==> src/rtl/core/mnemonic_mix_counter_assert.svh <==
// Assertion macros for the mnemonic mix counter.
`ifndef MNEMONIC_MIX_COUNTER_ASSERT_SVH
`define MNEMONIC_MIX_COUNTER_ASSERT_SVH
`ifndef SYNTH
`define MMC_ASSERT_IMPLY(label, ante, cons, msg) \
  label: assert property (@(posedge clk_i) disable iff (!rst_ni) (ante) |-> (cons)) \
    else $error(msg);
`define MMC_ASSERT_NEXT(label, ante, cons, msg) \
  label: assert property (@(posedge clk_i) disable iff (!rst_ni) (ante) |=> (cons)) \
    else $error(msg);
`else
`define MMC_ASSERT_IMPLY(label, ante, cons, msg)
`define MMC_ASSERT_NEXT(label, ante, cons, msg)
`endif
`endif

==> src/rtl/core/mmc_pkg.sv <==
package mmc_pkg;

  localparam int NUM_CLASSES = 9;
  localparam int CLASS_W     = 4;
  localparam int BYTE_W      = 8;
  localparam int LEN_W       = 8;
  localparam int WIN_W       = 32;
  localparam int HIST_W      = 24;
  localparam int COST_W      = 5;
  localparam int CNT_OUT_W   = 32;
  localparam int TOT_I_W     = 36;
  localparam int TOT_C_W     = 38;

  localparam logic [CLASS_W-1:0] FIRST_CLASS = 4'd0;
  localparam logic [CLASS_W-1:0] PUSH_CLASS  = 4'd6;
  localparam logic [CLASS_W-1:0] LAST_CLASS  = 4'd8;

  localparam logic [BYTE_W-1:0] BYTE_NUL = 8'h00;
  localparam logic [BYTE_W-1:0] BYTE_NL  = 8'h0A;

  localparam logic [WIN_W-1:0] PATTERN [NUM_CLASSES] = '{
    32'h0061_6464, 32'h0073_7562, 32'h006D_756C, 32'h0064_6976, 32'h006D_6F76,
    32'h006C_6561, 32'h7075_7368, 32'h0070_6F70, 32'h0072_6573
  };

  localparam logic [COST_W-1:0] COST [NUM_CLASSES] = '{
    5'd1, 5'd1, 5'd3, 5'd24, 5'd1, 5'd3, 5'd1, 5'd1, 5'd1
  };

  typedef enum logic [1:0] {
    ST_IDLE,
    ST_FLUSH,
    ST_SUM,
    ST_EMIT
  } state_e;

  typedef struct packed {
    logic               valid;
    logic [CLASS_W-1:0] idx;
  } close_t;

  typedef struct packed {
    logic               sel_seq;
    logic               acc_clr;
    logic               acc_en;
    logic               cnt_clr;
    logic [CLASS_W-1:0] idx;
  } tally_ctrl_t;

endpackage

==> src/rtl/core/mmc_seg.sv <==
module mmc_seg import mmc_pkg::*; #(
  parameter int SEGMENT_BYTES = 99
) (
  input  logic              clk_i,
  input  logic              rst_ni,
  input  logic              byte_en_i,
  input  logic              eot_en_i,
  input  logic [BYTE_W-1:0] byte_i,
  output close_t            close_o
);

  logic [HIST_W-1:0]      recent_q, recent_d;
  logic [LEN_W-1:0]       len_q, len_d;
  logic                   zero_q, zero_d;
  logic [NUM_CLASSES-1:0] flags_q, flags_d;
  close_t                 close_q, close_d;

  logic [WIN_W-1:0]       win;
  logic [NUM_CLASSES-1:0] hit;
  logic [NUM_CLASSES-1:0] flags_byte;
  logic [NUM_CLASSES-1:0] flags_sel;
  logic [LEN_W-1:0]       len_inc;
  logic                   active;
  logic                   byte_close;
  logic                   close_req;
  logic [CLASS_W-1:0]     first_idx;

  always_comb begin
    win     = {recent_q, byte_i};
    active  = !zero_q && (byte_i != BYTE_NUL);
    len_inc = len_q + LEN_W'(1);
    for (int i = 0; i < NUM_CLASSES; i++) begin
      if (CLASS_W'(i) == PUSH_CLASS) begin
        hit[i] = (win == PATTERN[i]);
      end else begin
        hit[i] = (win[HIST_W-1:0] == PATTERN[i][HIST_W-1:0]);
      end
    end
    flags_byte = flags_q | (active ? hit : '0);
    byte_close = (byte_i == BYTE_NL) || (len_inc >= LEN_W'(SEGMENT_BYTES));
  end

  always_comb begin
    flags_sel = byte_en_i ? flags_byte : flags_q;
    close_req = (byte_en_i && byte_close) || (eot_en_i && (len_q != '0));
    first_idx = FIRST_CLASS;
    for (int i = NUM_CLASSES - 1; i >= 0; i--) begin
      if (flags_sel[i]) begin
        first_idx = CLASS_W'(i);
      end
    end
    close_d.valid = close_req && (|flags_sel);
    close_d.idx   = first_idx;
  end

  always_comb begin
    recent_d = recent_q;
    len_d    = len_q;
    zero_d   = zero_q;
    flags_d  = flags_q;
    if (close_req) begin
      recent_d = '0;
      len_d    = '0;
      zero_d   = 1'b0;
      flags_d  = '0;
    end else if (byte_en_i) begin
      len_d = len_inc;
      if (!zero_q) begin
        if (byte_i == BYTE_NUL) begin
          zero_d = 1'b1;
        end else begin
          recent_d = win[HIST_W-1:0];
          flags_d  = flags_byte;
        end
      end
    end
  end

  always_ff @(posedge clk_i or negedge rst_ni) begin
    if (!rst_ni) begin
      recent_q <= '0;
      len_q    <= '0;
      zero_q   <= 1'b0;
      flags_q  <= '0;
      close_q  <= '0;
    end else begin
      recent_q <= recent_d;
      len_q    <= len_d;
      zero_q   <= zero_d;
      flags_q  <= flags_d;
      close_q  <= close_d;
    end
  end

  assign close_o = close_q;

endmodule

==> src/rtl/core/mmc_tally.sv <==
module mmc_tally import mmc_pkg::*; #(
  parameter int COUNT_BITS = 32
) (
  input  logic                 clk_i,
  input  logic                 rst_ni,
  input  close_t               close_i,
  input  tally_ctrl_t          ctrl_i,
  output logic [CNT_OUT_W-1:0] class_count_o,
  output logic [TOT_I_W-1:0]   instr_total_o,
  output logic [TOT_C_W-1:0]   total_cycles_o
);

  localparam int WideW = (COUNT_BITS > TOT_C_W) ? COUNT_BITS : TOT_C_W;

  logic [COUNT_BITS-1:0] cnt_q [NUM_CLASSES];
  logic [TOT_I_W-1:0]    acc_i_q, acc_i_d;
  logic [TOT_C_W-1:0]    acc_c_q, acc_c_d;

  logic [CLASS_W-1:0]    rd_idx;
  logic [COUNT_BITS-1:0] cnt_rd;
  logic [COUNT_BITS-1:0] inc_val;
  logic [WideW-1:0]      cnt_wide;
  logic [TOT_C_W-1:0]    prod_c;
  logic                  inc_en;

  always_comb begin
    rd_idx   = ctrl_i.sel_seq ? ctrl_i.idx : close_i.idx;
    cnt_rd   = cnt_q[rd_idx];
    inc_val  = (&cnt_rd) ? cnt_rd : cnt_rd + COUNT_BITS'(1);
    inc_en   = close_i.valid && !ctrl_i.sel_seq;
    cnt_wide = WideW'(cnt_rd);
    prod_c   = cnt_wide[TOT_C_W-1:0] * TOT_C_W'(COST[ctrl_i.idx]);
  end

  always_comb begin
    acc_i_d = acc_i_q;
    acc_c_d = acc_c_q;
    if (ctrl_i.acc_clr) begin
      acc_i_d = '0;
      acc_c_d = '0;
    end else if (ctrl_i.acc_en) begin
      acc_i_d = acc_i_q + cnt_wide[TOT_I_W-1:0];
      acc_c_d = acc_c_q + prod_c;
    end
  end

  always_ff @(posedge clk_i or negedge rst_ni) begin
    if (!rst_ni) begin
      for (int i = 0; i < NUM_CLASSES; i++) begin
        cnt_q[i] <= '0;
      end
    end else if (ctrl_i.cnt_clr) begin
      for (int i = 0; i < NUM_CLASSES; i++) begin
        cnt_q[i] <= '0;
      end
    end else if (inc_en) begin
      cnt_q[rd_idx] <= inc_val;
    end
  end

  always_ff @(posedge clk_i or negedge rst_ni) begin
    if (!rst_ni) begin
      acc_i_q <= '0;
      acc_c_q <= '0;
    end else begin
      acc_i_q <= acc_i_d;
      acc_c_q <= acc_c_d;
    end
  end

  assign class_count_o  = cnt_wide[CNT_OUT_W-1:0];
  assign instr_total_o  = acc_i_q;
  assign total_cycles_o = acc_c_q;

endmodule

==> src/rtl/core/mnemonic_mix_counter.sv <==
// Chan Handshake                Payload
// in   in_valid_i/in_ready_o    kind_i, text_byte_i
// out  out_valid_o/out_ready_i  class_index_o, class_count_o, instr_total_o, total_cycles_o, last_o
//
// A text byte can be accepted in every cycle while the input is ready.
// An end-of-text request is followed by a flush step that settles the last segment count,
// summation of all nine classes on the shared accumulator, then nine report items.
// The input is not ready from end of text until the ninth report item is taken.
// Reset clears all counters and segment state; a stalled report item holds its payload.

`include "mnemonic_mix_counter_assert.svh"

module mnemonic_mix_counter import mmc_pkg::*; #(
  parameter int SEGMENT_BYTES = 99,
  parameter int COUNT_BITS    = 32
) (
  input  logic                 clk_i,
  input  logic                 rst_ni,
  input  logic                 in_valid_i,
  output logic                 in_ready_o,
  input  logic                 kind_i,
  input  logic [BYTE_W-1:0]    text_byte_i,
  output logic                 out_valid_o,
  input  logic                 out_ready_i,
  output logic [CLASS_W-1:0]   class_index_o,
  output logic [CNT_OUT_W-1:0] class_count_o,
  output logic [TOT_I_W-1:0]   instr_total_o,
  output logic [TOT_C_W-1:0]   total_cycles_o,
  output logic                 last_o
);

  state_e             state_q, state_d;
  logic [CLASS_W-1:0] idx_q, idx_d;
  logic               in_acc;
  logic               byte_en;
  logic               eot_en;
  close_t             seg_close;
  tally_ctrl_t        ctrl;

  assign in_acc  = in_valid_i && in_ready_o;
  assign byte_en = in_acc && !kind_i;
  assign eot_en  = in_acc && kind_i;

  always_comb begin
    state_d = state_q;
    idx_d   = idx_q;
    case (state_q)
      ST_IDLE: begin
        if (eot_en) begin
          state_d = ST_FLUSH;
        end
      end
      ST_FLUSH: begin
        state_d = ST_SUM;
        idx_d   = FIRST_CLASS;
      end
      ST_SUM: begin
        if (idx_q == LAST_CLASS) begin
          state_d = ST_EMIT;
          idx_d   = FIRST_CLASS;
        end else begin
          idx_d = idx_q + CLASS_W'(1);
        end
      end
      ST_EMIT: begin
        if (out_ready_i) begin
          if (idx_q == LAST_CLASS) begin
            state_d = ST_IDLE;
            idx_d   = FIRST_CLASS;
          end else begin
            idx_d = idx_q + CLASS_W'(1);
          end
        end
      end
      default: begin
        state_d = ST_IDLE;
        idx_d   = FIRST_CLASS;
      end
    endcase
  end

  always_comb begin
    in_ready_o   = (state_q == ST_IDLE);
    out_valid_o  = (state_q == ST_EMIT);
    ctrl.sel_seq = (state_q inside {ST_SUM, ST_EMIT});
    ctrl.acc_clr = eot_en;
    ctrl.acc_en  = (state_q == ST_SUM);
    ctrl.cnt_clr = (state_q == ST_EMIT) && out_ready_i && (idx_q == LAST_CLASS);
    ctrl.idx     = idx_q;
  end

  always_ff @(posedge clk_i or negedge rst_ni) begin
    if (!rst_ni) begin
      state_q <= ST_IDLE;
      idx_q   <= FIRST_CLASS;
    end else begin
      state_q <= state_d;
      idx_q   <= idx_d;
    end
  end

  mmc_seg #(
    .SEGMENT_BYTES(SEGMENT_BYTES)
  ) u_seg (
    .clk_i    (clk_i),
    .rst_ni   (rst_ni),
    .byte_en_i(byte_en),
    .eot_en_i (eot_en),
    .byte_i   (text_byte_i),
    .close_o  (seg_close)
  );

  mmc_tally #(
    .COUNT_BITS(COUNT_BITS)
  ) u_tally (
    .clk_i         (clk_i),
    .rst_ni        (rst_ni),
    .close_i       (seg_close),
    .ctrl_i        (ctrl),
    .class_count_o (class_count_o),
    .instr_total_o (instr_total_o),
    .total_cycles_o(total_cycles_o)
  );

  assign class_index_o = idx_q;
  assign last_o        = (idx_q == LAST_CLASS);

  `MMC_ASSERT_IMPLY(a_no_overlap, out_valid_o, !in_ready_o, "Input ready during report.")
  `MMC_ASSERT_IMPLY(a_close_when_counting, seg_close.valid, !ctrl.sel_seq, "Count pending.")
  `MMC_ASSERT_NEXT(a_last_to_idle, out_valid_o && out_ready_i && last_o, state_q == ST_IDLE, "Block not idle after last report.")
  `MMC_ASSERT_NEXT(a_flush_to_sum, state_q == ST_FLUSH, (state_q == ST_SUM) && (idx_q == FIRST_CLASS), "Summation did not start at class zero.")

endmodule
==> config.mk <==
export PLATFORM = sky130hd
export DESIGN_NAME = mnemonic_mix_counter
export DESIGN_NICKNAME = d
export VERILOG_FILES = /design/src/rtl/core/mmc_pkg.sv /design/src/rtl/core/mmc_seg.sv /design/src/rtl/core/mmc_tally.sv /design/src/rtl/core/mnemonic_mix_counter.sv
export VERILOG_INCLUDE_DIRS = /design/src /design/src/rtl/core
export SDC_FILE = /design/constraint.sdc
export NUM_CORES = 1
export LEC_CHECK = 0
export BUFFER_PORTS_ARGS = -buffer_cell sky130_fd_sc_hd__buf_2
export CAP_MARGIN = 25
export CORE_MARGIN = 8
export CORE_UTILIZATION = 57
export DETAILED_ROUTE_END_ITERATION = 7
export PLACE_DENSITY = 0.81
export SLEW_MARGIN = 20
export SYNTH_ARGS = -nofsm -noshare
export SYNTH_HDL_FRONTEND = slang
export SYNTH_HIERARCHICAL = 1
export SYNTH_SLANG_ARGS = --single-unit
export TNS_END_PERCENT = 100
==> constraint.sdc <==
create_clock -name clk_i -period 6.55 [get_ports clk_i]
set_clock_uncertainty 0.2 [all_clocks]
set_input_delay 0.3275 -clock clk_i [delete_from_list [all_inputs] [get_ports clk_i]]
set_output_delay 0.3275 -clock clk_i [all_outputs]
set_load 0.02 [all_outputs]
==> results of run 1 <==
==> cells by family after synthesis <==
| kind of cell | count (synthesis) | synth area share |
|---|---|---|
| simple gates | 1077 | 0.187 |
| compound gates | 875 | 0.208 |
| buf+inv | 447 | 0.0655 |
| flops | 415 | 0.365 |
| fa+ha+maj | 212 | 0.118 |
| mux | 85 | 0.0401 |
| xor+xnor | 47 | 0.0155 |
==> placed cells by master, fill, tap and decap left out, types with 57 or more instances in the layout <==
cell type	synthesis	routed
nand2_1	463	453
buf_2	41	124
a22o_1	58	57
nand3_1	65	62
ha_1	119	108
nor2_1	215	205
buf_4	13	312
o21ai_0	189	179
dfrtp_1	415	415
a21oi_1	183	163
inv_1	232	222
fa_1	93	93
o211ai_1	76	76
==> worst min-delay path, cell delays in order <==
cell and delay [ns]:
buf_2 0.10, nor2b_1 0.12, a211oi_1 0.07, mux2_2 0.22
==> Yosys cell counts (15+ instances only) <==
master	count
a211oi_1	19
a21o_1	40
a21oi_1	183
a221o_1	37
a22o_1	58
a31oi_1	28
and2_1	27
and3_1	24
buf_2	41
clkbuf_1	131
dfrtp_1	415
fa_1	93
ha_1	119
inv_1	232
mux2_2	20
mux2i_1	44
mux4_2	19
nand2_1	463
nand2b_1	19
nand3_1	65
nand4_1	32
nor2_1	215
nor2b_1	15
nor3_1	36
nor4_1	37
o211ai_1	76
o21a_1	17
o21ai_0	189
o21ai_1	15
o22ai_1	43
o31ai_1	46
or3_1	19
xnor2_1	34
==> area by class of cell <==
cell class                      count  share of cell area
Sequential cell                   415               0.303
Inverter                          238              0.0262
Tap cell                          672              0.0245
Timing Repair Buffer              482               0.106
Multi-Input combinational cell   2297               0.494
Clock inverter                     20             0.00690
Clock buffer                       62              0.0383
==> what timing repair did <==
| action | CTS | global route |
|---|---|---|
| gates resized for setup | 38 | 92 |
| pin swaps | 12 | 52 |
| endpoints found under the hold margin | 145 | 6 |
| gates cloned | 0 | 1 |
| setup endpoints to repair | 16 | 21 |
| hold buffers | 13 | 1 |
| setup buffers | 10 | 12 |
==> per-stage QoR <==
| step | hold slack [ns] | utilization | cell area (um2) |
|---|---|---|---|
| finish | 0.0735 | 0.690 | 34300 |
| global route | 0.0876 | 0.690 | 34300 |
| CTS | 0.0475 | 0.678 | 33600 |
| detailed placement | 0.265 | 0.639 | 31700 |
| global placement | 0.255 | 0.637 | 31700 |
| floorplan | -0.168 | - | 28600 |
==> report_power, final <==
group	switching (mW)	leakage (nW)	total [mW]	internal (mW)
clock	1.15	0.762	2.69	1.53
sequential	0.315	5.68	3.18	2.86
combinational	7.05	9.70	11.9	4.82
total	8.51	16.1	17.7	9.22
==> routing by layer <==
metal | global-route usage | vias up
met3 | 0.0950 | 446
met2 | 0.526 | 1845
met1 | 0.440 | 13400
met5 | 0 | -
met4 | 0.173 | 0
li1 | - | 11900
==> registers in the layout, summed over array words and instances, names as in the netlist <==
name / flops
u_seg/len_q: 8
u_tally/total_cycles_o: 38
class_index_o: 4
u_seg/recent_q: 24
u_tally/cnt_q: 288
u_tally/instr_total_o: 36
u_seg/close_o: 5
state_q: 2
u_seg/flags_q: 9
u_seg/zero_q: 1
==> path summary, 6_finish.rpt <==
path,from,end,cells after the start
max,state_q[0],u_tally/total_cycles_o[36],29
min,out_ready_i,state_q[1],4
max reg2reg,state_q[0],u_tally/total_cycles_o[36],29
min reg2reg,u_tally/cnt_q[248],u_tally/cnt_q[248],2
max in group asynchronous,rst_ni,u_tally/instr_total_o[27],4
min in group asynchronous,rst_ni,u_tally/cnt_q[101],3
==> summary.md, run 1 <==
| Metric | Value |
|---|---|
| Status | complete, but fails checks |
| Failing checks | setup timing |
| Final setup vio count | 11 |
| CP Buf/Inv Count | 9 |
| Area of the multi-input gates | 16900 um2 |
| First-pass GRT wire length | 155000 um |
| Starting DRT DRC Count | 3732 |
| Port buffer count | 125 |
| CP top delay family | compound AO/OA/AOI/OAI gates |
| Drt total wl | 101000 um |
| Die Ht | 239 um |
| Worst slew margin | 0.250 |
| # diodes | 0 |
| Worst hold path class | input port to register |
| Post-route insts no fill | 4186 |
| Fin crit share | 1.03 |
| Largest stage delay on the critical path | 0.49 ns |
| CORE AREA | 49700 um2 |
| Routed WL per cell | 24.0 um |
| Leakage | 16.1 nW |
| GRT Overall Usage | 0.342 |
| Highest-delay cell along the critical path | fa_1 |
| Grt ovf | 0 |
| Syn-to-layout area delta | 20.5% |
| Die area | 57300 um2 |
| Yosys warning count | 6 |
| WP data required | 6.84 ns |
| Most frequent CP cell | buf_4 |
| Vias/cell | 6.59 |
| Area contributors post-synth | dfrtp_1, fa_1, nand2_1 |
| Crit start category | register |
| Total number of vias | 27600 |
| Power per cell area | 518 nW/um2 |
| Ys async rst share | 1.00 |
| Syn_nets | 3383 |
| DRT Pass-1 Iters | 6 |
| Syn_area_per_cell | 9.00 um2 |
| CTS Buf Count | 47 |
| Reg2reg setup slack | -0.17 ns |
| Mapped Cells | 3158 |
| Max layer used | met4 |
| Seq. cell area | 10400 um2 |
| Post-place setup slack | -0.352 ns |
| Fmax | 0.149 GHz |
| H-tree Lvls | 2 |
| Vias in the first global route | 27400 |
| DRC Markers | 0 |
| Yosys top cell area share | 0.365 |
| CP endpoint kind | register |
| # Max-Cap Violations | 0 |
| DP HPWL | 70800 um |
| WP data arrival | 7.01 ns |
| Final Max Slew Viols | 0 |
| ANT nets after route | 0 |
| Netlist cell types | 121 |
| Crit Path Class | register to register |
| Placed insts | 4064 |
| Clock root cell | clkbuf_16 |
| Layout cells sized above 1 | 0.225 |
| Synth Register Bits | 415 |
| TritonCTS clock tree | yes |
| Commonest register cell after synthesis | dfrtp_1 |
| Die width | 239 um |
| Period minus WS final | 6.72 ns |
| Total power | 17.7 mW |
| Metal-1 WL | 37900 um |
| Setup Total Neg Slack | -0.856 ns |
| DR WL met2 | 44600 um |
| Final Worst Setup Slack | -0.170 ns |
| Sequential share of the synthesized area | 0.365 |
| Met3 WL | 12300 um |
| IR drop worst, VDD | 0.715 mV |
| Row cnt | 82 |
| Skew-Pair Late Insertion Delay | 0.62 ns |
| Initial Utilization | 0.572 |
| Clk slew on worst S/H paths | 0.06 ns |
| Fillers | 3815 |
| Pin count of the biggest net entering global routing | 148 |
| Crit path max fanout | 21 |
| Number of synthesized flops with an enable pin | 0 |
| Yosys top cell by area | dfrtp_1 |
| Placer Congestion | 1.02 |
| Boundary Pins | 126 |
| Final Hold Viols | 0 |
| RSZ-0062 raised after global routing | true |
| Initial antenna violation count | 1 |
| Maximum root-to-sink buffer count | 3 |
| Final nets | 3706 |
| Slew at the pin closest to its max-slew limit | 1.12 ns |
| Cell Area, Synth | 28400 um2 |
| Clock sinks | 415 |
No activity file was read; power rests on OpenSTA's default activity.
==> run 2, diff against run 1 <==
Settings changed: SYNTH_HIERARCHICAL 1 to default.
==> summary.md, run 2 <==
| Metric | Value |
|---|---|
| Synth Register Bits | 415 |
| Netlist cell types | 88 |
| Ys async rst share | 1.00 |
| CP top delay family | compound AO/OA/AOI/OAI gates |
| Post-Synth XOR/XNOR Area | 0.0318 |
| CORE AREA | 45300 um2 |
| TritonCTS clock tree | yes |
| # Max-Cap Violations | 0 |
| Crit Path Class | register to register |
| Die width | 230 um |
| Crit start category | register |
| WP data arrival | 7.16 ns |
| GRT Overall Usage | 0.302 |
| Vias/cell | 6.62 |
| Status | complete, but fails checks |
| Initial Utilization | 0.577 |
| Count leader, synth | dfrtp_1 |
| DP HPWL | 53600 um |
| Main combinational cell family by area after synthesis | compound AO/OA/AOI/OAI gates |
| DRC Markers | 0 |
| Area of the multi-input gates | 15000 um2 |
| Boundary Pins | 126 |
| Drt total wl | 86900 um |
| Failing checks | setup timing |
| RSZ-0062 raised after global routing | true |
| DRT Pass-1 Iters | 8 |
| Seq. cell area | 10400 um2 |
| Crit path max fanout | 6 |
| Most frequent cells in the layout | dfrtp_1, nand3_1, buf_4 |
| Fmax | 0.145 GHz |
| Clock root cell | clkbuf_16 |
| Final setup vio count | 12 |
| Multiplexer share of the synthesized area | 0.0161 |
| Post-Synth Simple-Gate Area | 0.173 |
| Yosys warning count | 0 |
| Worst hold path class | input port to register |
| Reg with most FFs | u_tally.cnt_q |
| Compound-cell area share of the yosys netlist | 0.191 |
| CTS Buf Count | 45 |
| Die area | 53000 um2 |
| Syn_nets | 3047 |
| Clk slew on worst S/H paths | 0.06 ns |
| WHS | 0.0891 ns |
| Grt ovf | 0 |
| Number of synthesized flops with an enable pin | 0 |
| CP Buf/Inv Count | 7 |
| Sequential share of the synthesized area | 0.397 |
| Slew at the pin closest to its max-slew limit | 1.01 ns |
| Fin crit share | 1.06 |
| Area contributors post-synth | dfrtp_1, fa_1, nand3_1 |
| Syn-to-layout area delta | 24.3% |
| Row cnt | 78 |
| Final nets | 3392 |
| Maximum root-to-sink buffer count | 3 |
| Yosys top cell by area | dfrtp_1 |
| Final Max Slew Viols | 0 |
| Highest-delay cell along the critical path | fa_1 |
| Initial antenna violation count | 0 |
| Total number of vias | 25200 |
| Layout cells sized above 1 | 0.244 |
| Leading cell type in the layout, fill and taps excluded | dfrtp_1 |
| # diodes | 0 |
| Period minus WS final | 6.91 ns |
| Yosys top cell area share | 0.397 |
| Cell Area, Synth | 26100 um2 |
| CP endpoint kind | register |
| Starting DRT DRC Count | 3048 |
| Max reg flops | 288 |
| Final Worst Setup Slack | -0.365 ns |
| Routed WL per cell | 22.9 um |
| Commonest register cell after synthesis | dfrtp_1 |
| Syn_area_per_cell | 9.27 um2 |
| Vias in the first global route | 24500 |
| WP data required | 6.80 ns |
| H-tree Lvls | 2 |
| Mapped Cells | 2819 |
| Pin count of the biggest net entering global routing | 167 |
| Die Ht | 230 um |
| Worst slew margin | 0.317 |
| Synth Area in Adders | 0.130 |
| Fillers | 2877 |
| Most frequent cells after synthesis | dfrtp_1, nand3_1, o21ai_0 |
| Skew-Pair Late Insertion Delay | 0.61 ns |
| Largest stage delay on the critical path | 0.55 ns |
| ANT nets after route | 0 |
| Final Hold Viols | 0 |
| Placer Congestion | 0.927 |
| Clock sinks | 415 |
| Port buffer count | 125 |
| First-pass GRT wire length | 131000 um |
-- run 2: cell count changes in the layout (fill, tap and decap cells not counted), sizes merged, moves of 21 or more --
cell	before	now
o21a	17	57
nand2	464	136
nand3	68	329
o21ai	204	371
inv	237	216
o22ai	43	128
a21oi	184	124
a22o	59	28
o31ai	47	9
o211ai	77	7
a221o	37	3
nor2	219	153
-- run 2: path summary, 6_finish.rpt --
check	start	endpoint	slack [ns]	depth (start not counted)
worst max-delay path	state_q[0]	u_tally.total_cycles_o[37]	-0.36	29
worst min-delay path	in_valid_i	u_tally.total_cycles_o[34]	0.09	5
worst max register to register	state_q[0]	u_tally.total_cycles_o[37]	-0.36	29
worst min register to register	u_tally.cnt_q[95]	u_tally.cnt_q[95]	0.30	2
max in group asynchronous	rst_ni	u_tally.total_cycles_o[25]	4.46	3
min in group asynchronous	rst_ni	u_tally.cnt_q[35]	0.16	2
-- run 2: routing by layer --
metal / wire length, um / vias up / track usage
met2: 40700 / 1786 / 0.475
li1: - / 10700 / -
met3: 10300 / 342 / 0.0757
met5: 0 / - / 0
met1: 31900 / 12300 / 0.394
met4: 4040 / 0 / 0.129
-- run 2: cell type report --
cell class / count / area share
multi-input cells: 2012 / 0.463
flip-flops and latches: 415 / 0.320
repair buffers: 476 / 0.120
clock buffers: 62 / 0.0397
inverters: 214 / 0.0248
well taps: 600 / 0.0231
clock inverters: 22 / 0.00959
-- run 2: logic make-up after synthesis --
| logic type | count (synthesis) |
|---|---|
| simple gates | 850 |
| compound gates | 828 |
| flops | 415 |
| buf+inv | 393 |
| fa+ha+maj | 215 |
| xor+xnor | 76 |
| mux | 42 |
-- run 2: what timing repair did --
item | CTS | global route
pin swaps | 83 | 97
buffers inserted | 60 | 42
cloned | 5 | 3
hold buffers | 9 | 0
endpoints found under the setup margin | 17 | 27
hold endpoints to repair | 107 | 0
resized for setup | 102 | 136
-- run 2: worst register-to-register path: cells and delay by family (launching register included) --
family | cells | cell delay (ns)
adders and majority gates | 5 | 1.93
and+or+nand+nor | 5 | 0.94
muxes | 1 | 0.21
buffers and inverters | 7 | 0.75
AOI/OAI and AO/OA | 11 | 2.30
DFF | 1 | 0.43
-- run 2: stage by stage --
stage	setup slack, ns	setup TNS (ns)	std cells	utilization	instance area [um2]
3_5_place_dp	-0.471	-4.52	3603	0.638	28900
2_1_floorplan	0.000339	0	2819	-	26300
5_1_grt	-0.481	-5.21	3801	0.718	32500
4_1_cts	-0.0690	-0.183	3759	0.699	31600
3_3_place_gp	-0.307	-2.10	3602	0.638	28900
6_report	-0.365	-2.30	3801	0.718	32500
Power of run 2 is left out: the tool's default activity adds up to more than one toggle a clock period on the data nets, which glitch-free logic cannot reach.
